### src/rtl/core/pres_pkg.sv
`timescale 1ns / 1ps
// ----------------------------------------------------------------------------
// pres_pkg
// shared constants and types for the pagerank edge scatter engine
// ----------------------------------------------------------------------------
package pres_pkg;
   localparam int NODES_DEF       = 1024;
   localparam int DEGREE_BITS_DEF = 24;
   localparam int RANK_W          = 32;
   localparam int DAMP_W          = 16;
   localparam int CNT_W           = 11;
   localparam int NODE_W          = 10;
   localparam int DVAL_W          = 24;
   localparam int CMD_W           = 3;

   localparam logic [CMD_W-1:0] CMD_INIT   = 3'd0;
   localparam logic [CMD_W-1:0] CMD_DEGREE = 3'd1;
   localparam logic [CMD_W-1:0] CMD_EDGE   = 3'd2;
   localparam logic [CMD_W-1:0] CMD_FINISH = 3'd3;
   localparam logic [CMD_W-1:0] CMD_READ   = 3'd4;

   localparam logic [1:0] REG_NODE_COUNT   = 2'd0;
   localparam logic [1:0] REG_DAMPING      = 2'd1;
   localparam logic [1:0] REG_BASE_TERM    = 2'd2;
   localparam logic [1:0] REG_INITIAL_RANK = 2'd3;

   localparam logic [CNT_W-1:0]  NODE_COUNT_RST = 11'd1024;
   localparam logic [DAMP_W-1:0] DAMPING_RST    = 16'd55706;
   localparam logic [RANK_W-1:0] RANK_MAX       = 32'hFFFF_FFFF;

   typedef struct packed {
      logic start;
      logic busy;
   } div_ctl_type;
endpackage

### src/rtl/core/pres_div.sv
`timescale 1ns / 1ps
// ----------------------------------------------------------------------------
// pres_div
// restoring serial divider, one quotient bit per cycle
// ----------------------------------------------------------------------------
module pres_div #(
   parameter int DBITS = 24
) (
   input  logic                      clock,
   input  logic                      reset,
   input  logic                      start,
   input  logic [pres_pkg::RANK_W-1:0] dividend,
   input  logic [DBITS-1:0]          divisor,
   output pres_pkg::div_ctl_type     ctl,
   output logic [pres_pkg::RANK_W-1:0] quotient
);
   localparam int RW = pres_pkg::RANK_W;
   localparam int SW = $clog2(RW + 1);

   logic [RW-1:0] quo_ff, quo_in;
   logic [DBITS-1:0] rem_ff, rem_in;
   logic [DBITS-1:0] dsr_ff, dsr_in;
   logic [SW-1:0] cnt_ff, cnt_in;
   logic busy_ff, busy_in;
   logic [DBITS:0] trial;

   always_comb begin
      quo_in  = quo_ff;
      rem_in  = rem_ff;
      dsr_in  = dsr_ff;
      cnt_in  = cnt_ff;
      busy_in = busy_ff;
      trial   = {rem_ff, quo_ff[RW-1]};
      if (start) begin
         quo_in  = dividend;
         rem_in  = '0;
         dsr_in  = divisor;
         cnt_in  = SW'(RW);
         busy_in = 1'b1;
      end else if (busy_ff) begin
         if (trial >= {1'b0, dsr_ff}) begin
            rem_in = DBITS'(trial - {1'b0, dsr_ff});
            quo_in = {quo_ff[RW-2:0], 1'b1};
         end else begin
            rem_in = trial[DBITS-1:0];
            quo_in = {quo_ff[RW-2:0], 1'b0};
         end
         cnt_in = cnt_ff - 1'b1;
         if (cnt_ff == SW'(1)) begin
            busy_in = 1'b0;
         end
      end
   end

   always_ff @(posedge clock) begin
      if (reset) begin
         busy_ff <= 1'b0;
         cnt_ff  <= '0;
      end else begin
         busy_ff <= busy_in;
         cnt_ff  <= cnt_in;
      end
      quo_ff <= quo_in;
      rem_ff <= rem_in;
      dsr_ff <= dsr_in;
   end

   assign ctl.start = start;
   assign ctl.busy  = busy_ff;
   assign quotient  = quo_ff;
endmodule

### config.mk
export PLATFORM = sky130hd
export DESIGN_NAME = pres_div
export DESIGN_NICKNAME = d
export VERILOG_FILES = /design/src/rtl/core/pres_pkg.sv /design/src/rtl/core/pres_div.sv
export SDC_FILE = /design/constraint.sdc
export NUM_CORES = 1
export LEC_CHECK = 0
export ABC_AREA = 1
export BUFFER_PORTS_ARGS = -buffer_cell sky130_fd_sc_hd__buf_2
export CORE_AREA = 4 4 114 143
export DETAILED_ROUTE_END_ITERATION = 12
export DIE_AREA = 0 0 118 147
export GPL_ROUTABILITY_DRIVEN = 0
export PLACE_DENSITY = 0.63
export SYNTH_ARGS = -nofsm -noshare
export SYNTH_HDL_FRONTEND = slang
export SYNTH_SLANG_ARGS = --single-unit
### constraint.sdc
create_clock -name clock -period 2.19 [get_ports clock]
set_input_delay 0.3285 -clock clock [delete_from_list [all_inputs] [get_ports clock]]
set_output_delay 0.3285 -clock clock [all_outputs]
set_load 0.03 [all_outputs]
==> results of run 1 <==
placed cells by master (no fill, tap or decap), drive strengths merged:
cell,count
a211oi,1
a21oi,16
a31oi,1
and3,1
buf,110
clkbuf,10
clkinv,5
clkinvlp,1
dfxtp,31
edfxtp,56
fa,1
ha,26
inv,139
nand2,315
nand3,68
nand3b,8
nand4,8
nor2,42
nor3,4
nor4,1
o21ai,15
o21bai,1
xnor2,10
xor2,2
final timing paths:
kind / start / end / slack, ns
setup reg to reg: dsr_ff[19] / rem_ff[17] / 0.12
hold / removal: divisor[11] / dsr_ff[11] / 0.14
setup / recovery: dsr_ff[19] / rem_ff[17] / 0.12
hold reg to reg: rem_ff[16] / rem_ff[16] / 0.47
worst max-delay path, cell delays in order, from the launching register on:
cell	delay, ns
edfxtp_1	0.36
inv_1	0.06
ha_2	0.30
nand2_2	0.09
inv_1	0.04
nand2_1	0.06
nand2_1	0.07
a21oi_2	0.18
nand2_2	0.08
nor2_4	0.27
buf_6	0.21
nand3_1	0.08
nand2_1	0.06
inv_1	0.04
nand2_1	0.05
nand2_1	0.04
metrics by stage:
step / cell area, um2 / instances
finish: 6560 / 1054
floorplan: 5460 / 765
global route: 6560 / 1054
global placement: 6150 / 1035
CTS: 6440 / 1051
detailed placement: 6150 / 1035
kinds of logic after synthesis:
group / share of synthesized area (%)
buf+inv: 11.6
xor+xnor: 1.93
fa+ha+maj: 6.33
simple gates: 34.6
flops: 42.2
compound gates: 3.30
repair_timing:
item / in CTS / in global routing
buffers inserted: 0 / 2
resized for setup: 1 / 15
endpoints found under the setup margin: 2 / 23
pin swaps: 0 / 2
cloned: 0 / 1
layer usage:
layer | up-vias | GRT usage (%) | share of wire (%)
met3 | 15 | 4.43 | 6.4
met5 | - | 0 | 0.093
li1 | 2582 | - | -
met2 | 112 | 28.0 | 47
met4 | 2 | 5.69 | 1.8
met1 | 2151 | 19.5 | 44
cell type report:
| class | instances | area share, % |
|---|---|---|
| sequential | 87 | 35.1 |
| clock inverter | 7 | 0.878 |
| timing repair buffer | 111 | 9.64 |
| multi-input combinational | 520 | 39.6 |
| inverter | 138 | 7.90 |
| clock buffer | 9 | 3.43 |
| tap | 182 | 3.47 |
sequential cells by signal (all words and copies together) (netlist names):
signal    cells
quotient     32
dsr_ff       24
rem_ff       24
cnt_ff        6
busy_ff       1
power by group through the flow:
stage	Combinational, mW	Sequential, mW	Clock [mW]
after CTS	0.658	1.93	1.54
after global placement	0.654	1.97	0
after global routing	0.741	1.94	1.59
after floorplan	0.312	2.08	0
final	0.666	1.93	1.48
after detailed placement	0.658	1.96	0
==> run metrics, run 1 <==
post-route setup slack=0.119 ns; sequential cell area=2300 um2; Clock power frac=36.4%; Leakage=3.53 nW; Flop pwr share=47.3%; global-route wire length before repair=22,600 um; Avg Cell Area, Syn=7.13 um2; relative slew slack=70.2%; VDD IR max=0.448 mV; Worst Path Arrival=2.32 ns; CP Class=reg -> reg; total track usage=16.2%; I/O pins=93; Multi-input gate area=2590 um2; Chip Height=147 um; DRT iter0 DRCs=217; vias per cell=4.61; diodes inserted=0; vias in the first global route=4,697; Synth area leaders=edfxtp_1 31%, nand2_1 21%, dfxtp_1 11%; clock sinks=87; die area=17,300 um2; final core utilization=44.0%; Yosys top cell area share=30.8%; Primary FF master, synth=edfxtp_1; DR vias=4,862; largest area contributor in the netlist=edfxtp_1; CP max FO=11; drt drc=0; FILL cells=1,585; HP Class=in -> reg; hold-fix buffers at CTS=0; dpl hpwl=10,500 um; Hold Crit Depth=1; f_max=483 MHz; Final min period=2.07 ns; CP Capture Type=register; final hold slack=0.140 ns; routed wire length=13,900 um; Row Count=50; CTS tree=built; Place WS=-0.0228 ns; Switch Pwr=1.20 mW; H-tree depth=3; largest net degree at the start of global routing=36; setup TNS=0 ns; # port buffers=92; CTS Root Cell=clkbuf_16; count leader, synth=nand2_1; initial antenna violation count=1; Mapped Area=5460 um2; Max Buffers Root-to-Sink=2; switching part of the total=29.4%; power density cells=622 nW/um2; Syn-to-layout area delta=20.2%; ANT nets after route=0; Fin. Hold Viols=0; share of post-route cells with drive strength above 1=17.8%; total internal power=2.88 mW; CTS clk-pin slew, worst paths=0.07 ns; clk_lat worst skew=0.36 ns; Mapped Nets=851; total gr overflow=0; Comb power frac=16.3%; post-DR wirelength/cell=13.2 um; post-layout power=4.08 mW; sequential fraction of the synthesis area=42.2%; path depth of the worst reg2reg path=15; Post-synth EDFFs=56; max_cap viols=0; Post-synth ARST share=0%; status=complete, no violations; Syn Inst Count=765; Worst EP required=2.44 ns; initial core utilization=36.7%; Die Span X=118 um; FF+latch count, synth=87; Final period util=94.6%; synth unique cells=35; core area=14,900 um2; final clock skew=0.00791 ns; Slew @ Worst Pin=0.447 ns; setup violators final=0; Setup crit start kind=register; warnings from Yosys=0; total CTS buffers=9; top cells by count, synth=308 x nand2_1, 135 x inv_1, 67 x nand3_1, 56 x edfxtp_1, 38 x nor2_1; Final Slew Violations=0; # nets final=953; Pre-antenna DRT Iters=4
No activity file was read; power rests on OpenSTA's default activity.
==> inputs of run 2 (changes only) <==
CORE_AREA = 5 5 115 144   (was 4 4 114 143)
DIE_AREA = 0 0 120 149   (was 0 0 118 147)
PLACE_DENSITY = 0.61   (was 0.63)
clock period = 2 ns   (was 2.19 ns; I/O delays follow)
==> run metrics, run 2 (same netlist as run 1, synthesis figures left out) <==
setup TNS=0 ns (unchanged); Final period util=99.6% (+5.1 points); CTS Root Cell=clkbuf_16; diodes inserted=0 (unchanged); Reg-to-Reg End=rem_ff[8]; core area=15,000 um2 (+0.42%); Place WS=-0.0541 ns (-0.0313 ns); Row Count=50 (unchanged); FILL cells=1,505 (-5.0%); GR Layer Usage met3=3.72% (-0.71 points); commonest cells after routing, fill and taps aside=279 x nand2_1, 127 x inv_1, 92 x buf_2; clock sinks=87 (unchanged); Chip Height=149 um (+1.4%); CP max FO=4 (-7); final clock skew=0.00766 ns (-0.000248 ns); Flop pwr share=44.7% (-2.6 points); Setup crit start kind=register; vias in the first global route=4,879 (+3.9%); M1 GR Usage=18.9% (-0.53 points); drt drc=0 (unchanged); commonest non-fill, non-tap cell in the layout=nand2_1; HP Class=in -> reg; Multi-input gate area=2940 um2 (+13%); Worst Path Arrival=2.24 ns (-0.08 ns); Final min period=1.99 ns (-0.0782 ns); vias per cell=4.65 (+0.82%); switching part of the total=29.1% (-0.29 points); I/O pins=93 (unchanged); unrepaired setup endpoints after global routing=true; hold-fix buffers at CTS=0 (unchanged); # port buffers=92 (unchanged); launch point of the worst hold path=divisor[2]; Switch Pwr=1.37 mW (+15%); largest net degree at the start of global routing=41 (+14%); Slew @ Worst Pin=0.390 ns (-0.0565 ns); f_max=502 MHz (+3.9%); post-route setup slack=0.00753 ns (-0.112 ns); final instance area=7100 um2 (+8.3%); max_cap viols=0 (unchanged); H-tree depth=3 (unchanged); Pre-antenna DRT Iters=5 (+1); DRT iter0 DRCs=184 (-15%); Clock power frac=37.3% (+0.9 points); Comb power frac=18.0% (+1.7 points); sequential cell area=2300 um2 (unchanged); global-route wire length before repair=22,700 um (+0.42%); total gr overflow=0 (unchanged); Die Span X=120 um (+1.7%); Fin. Hold Viols=0 (unchanged); status=complete, no violations; Leakage=3.69 nW (+4.5%); setup violators final=0 (unchanged); final core utilization=47.5% (+3.5 points); VDD IR max=0.473 mV (+5.4%); final hold slack=0.118 ns (-0.0223 ns); CP Class=reg -> reg; Syn-to-layout area delta=30.1%; DR vias=4,995 (+2.7%); relative slew slack=74.0% (+3.8 points); die area=17,900 um2 (+3.1%); R2R Path Start=dsr_ff[0]; total track usage=16.1% (-0.16 points); reg2reg setup slack=0.008 ns (-0.11 ns); Final Slew Violations=0 (unchanged); path depth of the worst reg2reg path=12 (-3); CTS clk-pin slew, worst paths=0.07 ns (about the same); total CTS buffers=9 (unchanged); max reg flops=32 (unchanged); # nets final=973 (+2.1%); share of post-route cells with drive strength above 1=26.7% (+8.9 points); total internal power=3.36 mW (+16%); initial antenna violation count=0 (-1); crit path from=dsr_ff[0]; routed wire length=14,600 um (+4.7%); Hold Crit Depth=1 (unchanged); Worst EP required=2.25 ns (-0.19 ns); GRT busiest layer=met2; Min-Delay Endpoint=dsr_ff[2]; dpl hpwl=10,800 um (+2.7%); GRT met2 Usage=27.9% (-0.095 points); initial core utilization=36.5% (-0.15 points); post-DR wirelength/cell=13.6 um (+2.7%); placed instance area=6310 um2 (+2.6%); ANT nets after route=0 (unchanged); CP Capture Type=register; clk_lat worst skew=0.35 ns (about the same); CTS tree=built; power density cells=666 nW/um2 (+7.0%); Max Buffers Root-to-Sink=2 (unchanged)
==> run 2: layout make-up <==
type / instances / area share, %
inverters: 138 / 7.29
multi-input cells: 520 / 41.4
clock inverters: 7 / 1.15
well taps: 182 / 3.21
repair buffers: 131 / 11.4
clock buffers: 9 / 3.17
flip-flops and latches: 87 / 32.4
==> run 2: per-stage QoR <==
stage	instances	total power, mW
finish	1074	4.73
detailed placement	1050	2.90
CTS	1068	4.68
floorplan	765	2.62
global route	1074	4.96
global placement	1050	2.90
==> run 2: power by group through the flow <==
stage / Clock [mW] / Combinational, mW / Sequential, mW
finish: 1.76 / 0.850 / 2.12
CTS: 1.81 / 0.760 / 2.11
global placement: 0 / 0.745 / 2.15
floorplan: 0 / 0.344 / 2.28
global route: 1.89 / 0.935 / 2.13
detailed placement: 0 / 0.753 / 2.15
==> run 2: worst max-delay path, stage by stage, from the launching register on <==
cell	delay [ns]
edfxtp_1	0.43
ha_4	0.19
fa_2	0.40
inv_2	0.08
nand3_2	0.08
nand3_4	0.10
nand3_4	0.10
nand2_4	0.10
buf_4	0.11
xnor2_1	0.10
nand2_1	0.06
nand3_1	0.06
o21ai_1	0.06
==> run 2: what timing repair did <==
item                       CTS  global route
resized for setup            6            95
setup endpoints to repair   10            25
buffers inserted             2             5
pin swaps                    0            12
cloned                       0             1
==> run 2: worst max-delay path by stage <==
stage | slack (ns) | endpoint | cells past startpoint
after global placement | -0.04 | rem_ff[16] | 15
after detailed placement | -0.05 | rem_ff[16] | 15
after global routing | -0.10 | rem_ff[12] | 14
after floorplan | 0.007 | rem_ff[16] | 15
after CTS | 0.02 | rem_ff[16] | 15
final | 0.008 | rem_ff[8] | 12
==> run 2: per-layer routing <==
metal,up-vias,part of all wire [%]
met3,17,5.8
met5,-,0
met1,2230,42
li1,2622,-
met2,126,50
met4,0,1.9
